`config.mk`:
```
export PLATFORM = sky130hd
export DESIGN_NAME = register_list_mask_parser_unit
export DESIGN_NICKNAME = d
export VERILOG_FILES = /design/src/rtl/core/rlmp_pkg.sv /design/src/rtl/core/rlmp_step.sv /design/src/rtl/core/register_list_mask_parser_unit.sv
export SDC_FILE = /design/constraint.sdc
export NUM_CORES = 1
export LEC_CHECK = 0
export ABC_AREA = 1
export BUFFER_PORTS_ARGS = -buffer_cell sky130_fd_sc_hd__buf_2
export CORE_UTILIZATION = 64
export CTS_CLUSTER_SIZE = 28
export DETAILED_ROUTE_END_ITERATION = 8
export GPL_TIMING_DRIVEN = 1
export PLACE_DENSITY = 0.82
export SLEW_MARGIN = 30
export SYNTH_ARGS = -nofsm -noshare
export SYNTH_HDL_FRONTEND = slang
export SYNTH_HIERARCHICAL = 1
export SYNTH_SLANG_ARGS = --single-unit
```
`constraint.sdc`:
```
create_clock -name i_clk -period 5.75 [get_ports i_clk]
set_input_delay 0.575 -clock i_clk [delete_from_list [all_inputs] [get_ports i_clk]]
set_output_delay 0.575 -clock i_clk [all_outputs]
set_load 0.01 [all_outputs]
```
`src/rtl/core/rlmp_pkg.sv`:
```
`default_nettype none
package rlmp_pkg;

    localparam int CharW   = 8;
    localparam int MaskW   = 16;
    localparam int BankW   = 8;
    localparam int StatusW = 2;

    localparam logic [CharW-1:0] ChNone  = 8'h00;
    localparam logic [CharW-1:0] ChD     = 8'h64;
    localparam logic [CharW-1:0] ChA     = 8'h61;
    localparam logic [CharW-1:0] ChDash  = 8'h2D;
    localparam logic [CharW-1:0] ChComma = 8'h2C;
    localparam logic [CharW-1:0] ChSlash = 8'h2F;
    localparam logic [CharW-1:0] ChZero  = 8'h30;

    typedef enum logic [1:0] {
        PH_IDLE    = 2'd0,
        PH_DIGIT   = 2'd1,
        PH_RLETTER = 2'd2,
        PH_RDIGIT  = 2'd3
    } t_phase;

    typedef enum logic [1:0] {
        BANK_NONE = 2'd0,
        BANK_D    = 2'd1,
        BANK_A    = 2'd2
    } t_bank;

    typedef enum logic [StatusW-1:0] {
        ST_OK      = 2'd0,
        ST_SYNTAX  = 2'd1,
        ST_UNKNOWN = 2'd2
    } t_status;

    typedef struct packed {
        t_phase           phase;
        logic             pending_bank;
        t_bank            recent_bank;
        logic [2:0]       recent_index;
        logic [MaskW-1:0] mask_accum;
        t_status          err_code;
    } t_parse_state;

    localparam t_parse_state StateReset = '{
        phase:        PH_IDLE,
        pending_bank: 1'b0,
        recent_bank:  BANK_NONE,
        recent_index: 3'd0,
        mask_accum:   '0,
        err_code:     ST_OK
    };

endpackage
`default_nettype wire

```
`src/rtl/core/rlmp_step.sv`:
```
`default_nettype none
module rlmp_step (
    input  rlmp_pkg::t_parse_state       i_state,
    input  logic [rlmp_pkg::CharW-1:0]   i_char,
    output rlmp_pkg::t_parse_state       o_state
);
    import rlmp_pkg::*;

    logic [CharW-1:0] digit_raw;
    logic             digit_ok;
    logic [2:0]       digit;
    logic [2:0]       lo;
    logic [2:0]       hi;
    logic [BankW-1:0] span;
    logic [MaskW-1:0] single_bit;
    logic [MaskW-1:0] range_bits;

    assign digit_raw = i_char - ChZero;
    assign digit_ok  = (digit_raw[CharW-1:3] == '0);
    assign digit     = digit_raw[2:0];
    assign lo        = (digit < i_state.recent_index) ? digit : i_state.recent_index;
    assign hi        = (digit < i_state.recent_index) ? i_state.recent_index : digit;
    assign span      = (8'hFF >> (3'd7 - hi)) & (8'hFF << lo);

    assign single_bit = i_state.pending_bank ? {8'b0000_0001 << digit, 8'h00}
                                             : {8'h00, 8'b0000_0001 << digit};
    assign range_bits = (i_state.recent_bank == BANK_A) ? {span, 8'h00} : {8'h00, span};

    always_comb begin
        o_state = i_state;
        if (i_state.err_code == ST_OK && i_char != ChNone) begin
            case (i_state.phase)
                PH_IDLE: begin
                    if (i_char == ChD || i_char == ChA) begin
                        o_state.pending_bank = (i_char == ChA);
                        o_state.phase        = PH_DIGIT;
                    end else if (i_char == ChDash) begin
                        if (i_state.recent_bank == BANK_NONE) begin
                            o_state.err_code = ST_SYNTAX;
                        end else begin
                            o_state.phase = PH_RLETTER;
                        end
                    end else if (i_char != ChComma && i_char != ChSlash) begin
                        o_state.err_code = ST_UNKNOWN;
                    end
                end
                PH_DIGIT: begin
                    if (!digit_ok) begin
                        o_state.err_code = ST_SYNTAX;
                    end else begin
                        o_state.recent_index = digit;
                        o_state.recent_bank  = i_state.pending_bank ? BANK_A : BANK_D;
                        o_state.mask_accum   = i_state.mask_accum | single_bit;
                        o_state.phase        = PH_IDLE;
                    end
                end
                PH_RLETTER: begin
                    if ((i_state.recent_bank == BANK_D && i_char == ChD) ||
                        (i_state.recent_bank == BANK_A && i_char == ChA)) begin
                        o_state.phase = PH_RDIGIT;
                    end else begin
                        o_state.err_code = ST_SYNTAX;
                    end
                end
                PH_RDIGIT: begin
                    if (!digit_ok) begin
                        o_state.err_code = ST_SYNTAX;
                    end else begin
                        o_state.mask_accum   = i_state.mask_accum | range_bits;
                        o_state.recent_bank  = BANK_NONE;
                        o_state.recent_index = 3'd0;
                        o_state.phase        = PH_IDLE;
                    end
                end
                default: begin
                    o_state = i_state;
                end
            endcase
        end
    end

endmodule
`default_nettype wire

```
`src/rtl/core/register_list_mask_parser_unit.sv`:
```
`default_nettype none
// Register-list parser for MOVEM-style text such as "d0-d3/a5,a7". Characters
// arrive one per transfer on the slave side, tlast on the final one; each end
// of text yields one transfer on the master side carrying the 16-bit mask
// (d0-d7 in bits 0-7, a0-a7 in bits 8-15) and a status in tuser (0 ok,
// 1 bad register or range syntax, 2 unknown character; mask is 0 on error).
// One character is taken every cycle unless a final character is stalled; the
// parse state advances combinationally between the input and result registers.
// A result is registered as its final character leaves the input register.
// Characters keep flowing while a result waits to be taken; only the next
// final character stalls in the input register until that result is taken.
module register_list_mask_parser_unit (
    input  logic                         i_clk,
    input  logic                         i_rst_n,
    input  logic                         s_axis_tvalid,
    output logic                         s_axis_tready,
    input  logic [rlmp_pkg::CharW-1:0]   s_axis_tdata,  // [7:0] char_code
    input  logic                         s_axis_tlast,  // end_of_text
    output logic                         m_axis_tvalid,
    input  logic                         m_axis_tready,
    output logic [rlmp_pkg::MaskW-1:0]   m_axis_tdata,  // [15:0] reg_mask
    output logic [rlmp_pkg::StatusW-1:0] m_axis_tuser   // [1:0] status
);
    import rlmp_pkg::*;

    logic             r_in_vld;
    logic [CharW-1:0] r_in_char;
    logic             r_in_last;
    t_parse_state     r_state;
    t_parse_state     n_state;
    logic             r_out_vld;
    logic [MaskW-1:0] r_out_mask;
    t_status          r_out_status;
    t_status          fin_status;
    logic             out_free;
    logic             proc;
    logic             in_xfer;

    rlmp_step u_step (
        .i_state (r_state),
        .i_char  (r_in_char),
        .o_state (n_state)
    );

    assign out_free      = !r_out_vld || m_axis_tready;
    assign proc          = r_in_vld && (!r_in_last || out_free);
    assign s_axis_tready = !r_in_vld || proc;
    assign in_xfer       = s_axis_tvalid && s_axis_tready;

    assign fin_status = (n_state.err_code != ST_OK) ? n_state.err_code :
                        (n_state.phase != PH_IDLE)  ? ST_SYNTAX : ST_OK;

    always_ff @(posedge i_clk) begin
        if (in_xfer) begin
            r_in_char <= s_axis_tdata;
            r_in_last <= s_axis_tlast;
        end
        if (proc && r_in_last) begin
            r_out_mask   <= (fin_status == ST_OK) ? n_state.mask_accum : '0;
            r_out_status <= fin_status;
        end
    end

    always_ff @(posedge i_clk) begin
        if (!i_rst_n) begin
            r_in_vld  <= 1'b0;
            r_out_vld <= 1'b0;
            r_state   <= StateReset;
        end else begin
            if (in_xfer) begin
                r_in_vld <= 1'b1;
            end else if (proc) begin
                r_in_vld <= 1'b0;
            end
            if (proc) begin
                r_state <= r_in_last ? StateReset : n_state;
            end
            if (proc && r_in_last) begin
                r_out_vld <= 1'b1;
            end else if (m_axis_tready) begin
                r_out_vld <= 1'b0;
            end
        end
    end

    assign m_axis_tvalid = r_out_vld;
    assign m_axis_tdata  = r_out_mask;
    assign m_axis_tuser  = r_out_status;

endmodule
`default_nettype wire

```
## Word-level counts from Yosys, hierarchy flattened

Cells that the tools add are included.

- Flip-flop bits (word level): 55
- Input bits: 13
- Logic and storage cells: 96

- Add/sub/neg operators: 2
- Order comparisons: 1
- Equal/unequal tests: 12
- Shifts and indexed selects: 3
- Mux-type cells: 31
- Bitwise operators: 3
- Reductions and logical operators: 32

Operators with widths:

| cell | count |
|---|---|
| 2-to-1 mux 26 bit | 2 |
| 2-to-1 mux 21 bit | 2 |
| one-hot mux 21 bit (2 select lines) | 1 |
| 2-to-1 mux 16 bit | 2 |
| bitwise OR 16 bit | 2 |
| 2-to-1 mux 2 bit | 13 |
| equality test 8 x 7 -> 1 bit, second input constant | 2 |
| != test 8 x 6 -> 1 bit, second input constant | 2 |
| nonzero test 2 bit | 7 |
| one-hot mux 2 bit (3 select lines) | 2 |
| AND 8 bit | 1 |
| equality test 8 x 6 -> 1 bit, second input constant | 1 |
| logical NOT 2 bit | 4 |
| nonzero test 8 bit | 1 |
| << shifter 1 x 3 -> 8 bit, first input constant | 1 |
| << shifter 8 x 3 -> 8 bit, first input constant | 1 |
| >> shifter 8 x 3 -> 8 bit, first input constant | 1 |
| subtractor 8 x 6 -> 8 bit, second input constant | 1 |
| logical AND 1 bit | 7 |
| 2-to-1 mux 1 bit | 7 |
| equality test 2 bit, second input constant | 3 |
| 2-to-1 mux 3 bit | 2 |
| != test 3 x 2 -> 1 bit, second input constant | 2 |
| logical NOT 5 bit | 1 |
| other kinds (9) | 16 |

## Longest topological paths before layout

Gate-level depths: netlist (run 1).

- Depth in word-level cells: 15
- Mapped depth: 17
- Gate-level depth less buffers: 17

## Hierarchy

The synthesis (run 1) kept the hierarchy.

Modules (own cells, without submodules):

| module | instances | cells an instance | area each (um2) | sequential area each (um2) |
|---|---|---|---|---|
| register_list_mask_parser_unit | 1 | 194 | 1995.7 | 1371.3 |
| rlmp_step | 1 | 292 | 1430.1 | 0.0 |

## Worst setup path after synthesis (run 1)

Ideal clock, no wire load.

- Kind: reg2reg
- Start: register r_in_char[2]
- End: register r_out_mask[0] (netlist: m_axis_tdata[0]), data pin
- Setup time: 0.256 ns
- Data arrival time: 1.964 ns
- Data required time: 5.494 ns
- Setup slack: 3.530 ns
- Stages on the path, launching flop included: 13
- Period minus slack after synthesis: 2.220 ns
- Cell sequence: edfxtp_1 buf_2 nor3_2 nand2_1 nand2_1 nor2_4 nand2_2 nor2_4 o21ai_0 o21ai_2 nand3_1 buf_2 nor2_1

RTL lines:

| what | RTL line | source |
|---|---|---|
| start, declared | register_list_mask_parser_unit.sv:27 | `logic [CharW-1:0] r_in_char;` |
| start signal, assigned | register_list_mask_parser_unit.sv:55 | `r_in_char <= s_axis_tdata;` |
| end signal, assigned | register_list_mask_parser_unit.sv:59 | `r_out_mask <= (fin_status == ST_OK) ? n_state.mask_accum : '0;` |
| end, declared | register_list_mask_parser_unit.sv:32 | `logic [MaskW-1:0] r_out_mask;` |

==> metrics.md, run 1 <==
| Metric | Value |
|---|---|
| Clock slew seen by the registers of the worst setup and hold paths | 0.10 ns |
| Clock buffer depth | 2 |
| Max Cap Violations | 0 |
| Final period utilization | 54.6% |
| Final setup skew | 0.00812 ns |
| Remaining global-route overflow | 0 |
| Worst hold margin | 0.421 ns |
| Net Sw Frac | 27.3% |
| # port buffers | 32 |
| Drt drc | 0 |
| RSZ-0062 raised after global routing | false |
| Final hold violation count | 0 |
| Crit. End Element | flip-flop |
| Critical Path AT | 3.30 ns |
| Cell-internal power | 524 uW |
| Skew-Pair Late Insertion Delay | 0.33 ns |
| CORE AREA | 5140 um2 |
| Slew @ Worst Pin | 0.834 ns |
| Lkg Pwr | 1.52 nW |
| # diodes | 0 |
| Mapped Area | 3430 um2 |
| Final wirelength | 8.04 mm |
| Design Power | 721 uW |
| Crit path kind | flip-flop to flip-flop |
| Worst-case vdd ir drop | 0.173 mV |
| Die width | 75.2 um |
| Clock power share | 32.1% |
| Synth-to-Final Area Change | 6.98% |
| Routed len/inst | 13.8 um |
| Routed Antenna Nets | 0 |
| Number of global-route vias before repair | 2959 |
| TritonCTS Buffers | 5 |
| CTS tree | yes |
| Placed cell area | 3570 um2 |
| PostCTS Resize Cnt | 0 |
| Clock sink count | 55 |
| RePlAce Congestion | 0.993 |
| GR Util All Layers | 30.3% |
| Post-CTS Setup Repair Bufs | 0 |
| Synth Register Bits | 55 |
| Hold depth | 1 |
| Cells after Synth | 486 |
| Worst reg-to-reg path cell count | 13 |
| Share of layout cells above drive strength 1 | 13.5% |
| Status | finished, final reports clean |
| Final nets | 530 |
| Number of I/O pins | 33 |
| Cell Pwr Density | 197 nW/um2 |
| Startpoint Class | flip-flop |
| Initial DRT Pass Iterations | 7 |
| Pre-CTS WS | 2.71 ns |
| Largest net degree at the start of global routing | 28 |
| Relative slew slack | 44.1% |
| YS warnings | 6 |
| Initial antenna violation count | 0 |
| Die Area | 5650 um2 |
| Via count | 3244 |
| CP max FO | 18 |
| Syn avg cell area | 7.05 um2 |
| Sequential area share after synthesis | 40.0% |
| Combinational share of power | 9.0% |
| DRT iter0 DRCs | 311 |
| WP data required | 5.91 ns |
| TNS Setup | 0 ns |
| Switching power | 197 uW |
| Flop pwr share | 58.9% |
| Die Span Y | 75.2 um |
| Fin util | 71.3% |
| Number of vias per cell | 5.58 |
| HPWL Detailed | 5.71 mm |
| Cells after DPL | 573 |
| H-tree depth | 2 |
| Final setup fails | 0 |
| Initial core utilization | 66.7% |
| Post-synthesis cell type count | 33 |
| Final instance area | 3660 um2 |
| First-pass GRT wire length | 12.9 mm |
| Synth Net Count | 506 |
| Cts hold-fix bufs | 0 |
| Root Buffer | clkbuf_8 |
| Post-Layout Cell Count | 581 |
| Hold crit path type | primary input to flip-flop |
| Max-slew violations | 0 |
| Fillers | 446 |
| Row count | 26 |
| Crit path setup slack, layout | 2.61 ns |
| Fmax | 0.319 GHz |
| Min cycle time layout | 3.14 ns |
==> worst paths after layout <==
check	startpoint	end	slack, ns
setup reg to reg	r_in_char[5]	m_axis_tdata[1]	2.61
hold reg to reg	r_state[15]	r_state[15]	0.47
setup / recovery	r_in_char[5]	m_axis_tdata[1]	2.61
hold / removal	s_axis_tdata[4]	r_in_char[4]	0.42
==> layout make-up <==
cell class	instances	area (um2)	share of cell area (%)
inverter	68	255	6.96
timing repair buffer	32	160	4.37
multi-input combinational	348	1700	46.3
tap	70	87.6	2.39
clock buffer	5	68.8	1.88
sequential	55	1370	37.4
clock inverter	3	23.8	0.649
==> layer usage <==
metal	GRT usage, %	up-vias	routed length, um	part of all wire, %
li1	-	1592	-	-
met1	36.1	1471	3300	41
met2	52.5	151	3940	49
met3	5.35	30	547	6.8
met4	16.0	0	252	3.1
met5	0	-	0	0
==> flip-flops by register name (all words and copies together), names as in the netlist <==
register       count
r_in_char          8
r_in_vld           1
r_state           26
m_axis_tuser       2
m_axis_tvalid      1
r_in_last          1
m_axis_tdata      16
==> synth_stat cells (all sizes together) <==
cell	number	area [um2]
o21ai	13	68.8
nand2	175	682
ha	7	87.6
nor2	45	245
nor3	4	30.0
or2	9	56.3
o31ai	2	15.0
nand3b	3	22.5
nand3	32	165
clkinv	2	7.51
a21oi	42	225
buf	11	86.3
o22ai	2	12.5
edfxtp	27	811
inv	66	248
nand4	14	87.6
clkbuf	4	15.0
dfxtp	28	561
==> worst max-delay path, cell delays in order (launching register included) <==
cell,delay (ns)
edfxtp_1,0.43
inv_1,0.07
ha_1,0.19
nand2_1,0.07
nor3_1,0.05
nand2_1,0.08
nand2_1,0.10
nor2_4,0.37
nand2_2,0.32
nor2_4,0.27
o21ai_0,0.17
o21ai_2,0.16
nand3_1,0.42
nor2_1,0.26
==> kinds of logic (layout without fill, tap and decap cells) <==
family	Yosys count	in the layout	share of synthesized area, %
simple gates	282	282	37.6
buf+inv	83	108	10.4
compound gates	59	59	9.39
flops	55	55	40.0
fa+ha+maj	7	7	2.56
==> layout by cell type, fill, tap and decap left out, types with 3 or more instances in the layout <==
cell / synthesis / layout
nand2_1: 169 / 169
inv_1: 62 / 62
a21oi_1: 38 / 38
nor2_1: 34 / 34
buf_2: 3 / 32
nand3_1: 31 / 31
dfxtp_1: 28 / 28
edfxtp_1: 27 / 27
nand4_1: 14 / 14
o21ai_0: 10 / 10
nor2_4: 7 / 7
ha_1: 7 / 7
or2_0: 6 / 6
clkbuf_8: 0 / 5
nand2_2: 4 / 4
inv_2: 4 / 4
a21oi_2: 4 / 4
nor2_2: 3 / 3
nand3b_1: 3 / 3
or2_1: 3 / 3
==> power by group through the flow <==
| stage | clock network, mW | registers [mW] | logic (mW) |
|---|---|---|---|
| after floorplan | 0 | 0.433 | 0.0491 |
| after global placement | 0 | 0.433 | 0.0617 |
| after detailed placement | 0 | 0.434 | 0.0633 |
| after CTS | 0.231 | 0.425 | 0.0635 |
| after global routing | 0.245 | 0.426 | 0.0711 |
| final | 0.231 | 0.425 | 0.0646 |
(Power assumes the default switching activity.)
==> run 2, diff against run 1 <==
--- a/config.mk
+++ b/config.mk
@@ -5,13 +5,13 @@
 export SDC_FILE = /design/constraint.sdc
 export NUM_CORES = 1
 export LEC_CHECK = 0
-export ABC_AREA = 1
+export ABC_AREA = 0
 export BUFFER_PORTS_ARGS = -buffer_cell sky130_fd_sc_hd__buf_2
-export CORE_UTILIZATION = 64
+export CORE_UTILIZATION = 58
 export CTS_CLUSTER_SIZE = 28
 export DETAILED_ROUTE_END_ITERATION = 8
 export GPL_TIMING_DRIVEN = 1
-export PLACE_DENSITY = 0.82
+export PLACE_DENSITY = 0.76
 export SLEW_MARGIN = 30
 export SYNTH_ARGS = -nofsm -noshare
 export SYNTH_HDL_FRONTEND = slang
==> constraint.sdc (replaced) <==
create_clock -name i_clk -period 3.05 [get_ports i_clk]
set_input_delay 0.305 -clock i_clk [delete_from_list [all_inputs] [get_ports i_clk]]
set_output_delay 0.305 -clock i_clk [all_outputs]
set_load 0.01 [all_outputs]
==> metrics.md, run 2 <==
| Metric | Value |
|---|---|
| Status | finished, final reports clean |
| Number of I/O pins | 33 (unchanged) |
| # port buffers | 32 (unchanged) |
| Max Cap Violations | 0 (unchanged) |
| Synth-to-Final Area Change | 9.88% |
| Root Buffer | clkbuf_8 |
| Largest area contributor in the netlist | edfxtp_1 |
| Clock slew seen by the registers of the worst setup and hold paths | 0.10 ns (about the same) |
| Relative slew slack | 39.8% (-4.3 points) |
| Die Area | 5540 um2 (-2.0%) |
| Commonest non-fill, non-tap cell in the layout | buf_2 |
| # diodes | 0 (unchanged) |
| Synth top area share | 26.7% (+3.0 points) |
| Lkg Pwr | 1.29 nW (-16%) |
| CP max FO | 8 (-10) |
| Startpoint Class | flip-flop |
| Combinational share of power | 8.7% (-0.3 points) |
| TNS Setup | 0 ns (unchanged) |
| Die Span Y | 74.4 um (-1.0%) |
| Die width | 74.4 um (-1.0%) |
| Placed cell area | 3220 um2 (-10%) |
| Number of global-route vias before repair | 2135 (-28%) |
| Top reg by flops | r_state |
| Number of vias per cell | 6.31 (+13%) |
| Worst-case vdd ir drop | 0.295 mV (+71%) |
| Synth Register Bits | 55 (unchanged) |
| Via count | 2316 (-29%) |
| WP buf/inv | 1 (unchanged) |
| Final period utilization | 92.7% (+38 points) |
| DRT iter0 DRCs | 192 (-38%) |
| Max-slew violations | 0 (unchanged) |
| Min-Delay Endpoint | r_in_char[6] |
| Fmax | 0.354 GHz (+11%) |
| Post-synth top flop | dfxtp_1 |
| Worst hold margin | 0.159 ns (-0.261 ns) |
| Fillers | 365 (-18%) |
| CTS tree | yes |
| Final setup skew | 0.0121 ns (+0.00400 ns) |
| Crit path kind | flip-flop to flip-flop |
| Final hold violation count | 0 (unchanged) |
| Slew @ Worst Pin | 0.899 ns (+0.0656 ns) |
| Flop pwr share | 55.6% (-3.3 points) |
| Cts hold-fix bufs | 0 (unchanged) |
| Sequential area share after synthesis | 45.1% (+5.1 points) |
| GR Util All Layers | 24.0% (-6.4 points) |
| Remaining global-route overflow | 0 (unchanged) |
| Cell Pwr Density | 430 nW/um2 (+120%) |
| Reg2Reg Setup Slack | 0.22 ns (-2.39 ns) |
| Clock buffer depth | 2 (unchanged) |
| EDFF count, synth | 27 (unchanged) |
| Cells after Synth | 272 (-44%) |
| HPWL Detailed | 4.39 mm (-23%) |
| Main area contributors after synthesis | edfxtp_1, dfxtp_1, a22o_2 |
| Share of layout cells above drive strength 1 | 28.3% (+15 points) |
| WP data required | 3.13 ns (-2.78 ns) |
| Final instance area | 3340 um2 (-8.8%) |
| Count leader, synth | dfxtp_1 |
| Post-synth ARST share | 0% (unchanged) |
| Critical path's top delay family | compound AO/OA/AOI/OAI gates |
| Worst reg-to-reg path cell count | 8 (-5) |
| Post-synthesis cell type count | 69 (+110%) |
| Fin util | 68.5% (-2.8 points) |
| Pre-CTS WS | 0.220 ns (-2.49 ns) |
| Most frequent cells in the layout | buf_2, dfxtp_1, edfxtp_1, and2_1, a22o_2 |
| Cell chain of the critical path | clkinv_1 > ha_1 > nor2b_1 > a311oi_4 > mux2i_2 > a221oi_2 > a221o_1 > and2_1 |
| Crit-path max cell delay | 0.44 ns (about the same) |
| FF-to-FF End | m_axis_tdata[2] |
| Initial core utilization | 62.3% (-4.3 points) |
| Switching power | 335 uW (+70%) |
| Routed Antenna Nets | 0 (unchanged) |
| Post-Layout Cell Count | 367 (-37%) |
| First-pass GRT wire length | 9.98 mm (-23%) |
| Initial DRT Pass Iterations | 4 (-3) |
| Min cycle time layout | 2.83 ns (-0.310 ns) |
| Synth top cells by count | dfxtp_1, edfxtp_1, and2_1 |
| YS warnings | 6 (unchanged) |
| CORE AREA | 4880 um2 (-5.1%) |
| PostCTS Resize Cnt | 0 (unchanged) |
| Synth Net Count | 292 (-42%) |
| Post-CTS Setup Repair Bufs | 0 (unchanged) |
| Crit. End Element | flip-flop |
| Hold Path Origin | s_axis_tdata[6] |
| Syn avg cell area | 11.2 um2 (+59%) |
| Reg2reg start | r_in_char[2] |
| Initial antenna violation count | 0 (unchanged) |
| Critical Path AT | 2.91 ns (-0.39 ns) |
| Final nets | 319 (-40%) |
| Cells after DPL | 359 (-37%) |
| Final wirelength | 6.23 mm (-23%) |
| Largest net degree at the start of global routing | 28 (unchanged) |
| TritonCTS Buffers | 5 (unchanged) |
| Skew-Pair Late Insertion Delay | 0.32 ns (about the same) |
| Crit path setup slack, layout | 0.221 ns (-2.39 ns) |
| Max reg flops | 26 (unchanged) |
| RSZ-0062 raised after global routing | false |
| Cell-internal power | 1.10 mW (+110%) |
| Routed len/inst | 17.0 um (+23%) |
| Design Power | 1.44 mW (+99%) |
| Final setup fails | 0 (unchanged) |
| Row count | 25 (-3.8%) |
| WP depth | 8 (-5) |
| RePlAce Congestion | 0.917 (-7.7%) |
| Hold depth | 1 (unchanged) |
| H-tree depth | 2 (unchanged) |
| Drt drc | 0 (unchanged) |
| Hold crit path type | primary input to flip-flop |
| Slowest-stage cell, CP | a311oi_4 |
| Clock sink count | 55 (unchanged) |
| Net Sw Frac | 23.3% (-4.0 points) |
| Clock power share | 35.7% (+3.6 points) |
| Mapped Area | 3040 um2 (-11%) |
[run 2: cell types whose count changed after synthesis, moves of 8 or more]
cell / change
nor2_1: -22
and2_1: +18
a31oi_1: +8
nand2_1: -161
a22o_2: +17
a22o_1: +10
nand4_1: -13
a21oi_1: -29
inv_1: -51
nand3_1: -29
[run 2: cell type report]
| cell class | count | area, um2 | share of cell area [%] |
|---|---|---|---|
| Multi-Input combinational cell | 188 | 1510 | 45.2 |
| Sequential cell | 55 | 1370 | 41.0 |
| Timing Repair Buffer | 37 | 210 | 6.29 |
| Tap cell | 67 | 83.8 | 2.51 |
| Clock buffer | 6 | 82.6 | 2.47 |
| Inverter | 12 | 45.0 | 1.35 |
| Clock inverter | 2 | 38.8 | 1.16 |
[run 2: kinds of logic after synthesis]
| group | Yosys count | share of synthesized area [%] |
|---|---|---|
| xor+xnor | 1 | 0.288 |
| mux | 5 | 1.69 |
| flops | 55 | 45.1 |
| simple gates | 84 | 18.2 |
| fa+ha+maj | 7 | 2.88 |
| buf+inv | 29 | 5.39 |
| compound gates | 91 | 26.4 |
[run 2: layer usage]
metal / global-route usage [%] / up-vias / part of all wire, %
met5: 0 / - / 0
met4: 11.3 / 0 / 2.1
met3: 4.07 / 13 / 5.0
met2: 41.0 / 90 / 49
met1: 29.3 / 1112 / 44
li1: - / 1101 / -
[run 2: power by group through the flow]
stage	Clock (mW)	Combinational [mW]	Sequential, mW
floorplan	0	0.0946	0.813
global placement	0	0.119	0.816
detailed placement	0	0.121	0.816
CTS	0.519	0.122	0.799
global route	0.546	0.134	0.802
finish	0.513	0.124	0.799
[run 2: worst reg2reg max path: stages (launching register included)]
cell and delay (ns):
edfxtp_1 0.36, clkinv_1 0.23, ha_1 0.39, nor2b_1 0.09, a311oi_4 0.44, mux2i_2 0.44, a221oi_2 0.15, a221o_1 0.36
and2_1 0.14
[run 2: how the worst max path moves through the flow]
stage	from	endpoint	slack, ns
2_1_floorplan	r_in_char[2]	m_axis_tdata[2]	0.39
3_3_place_gp	r_in_char[2]	m_axis_tdata[2]	0.24
3_5_place_dp	r_in_char[2]	m_axis_tdata[2]	0.22
4_1_cts	r_in_char[2]	m_axis_tdata[2]	0.21
5_1_grt	r_in_char[2]	m_axis_tdata[2]	0.08
6_report	r_in_char[2]	m_axis_tdata[2]	0.22
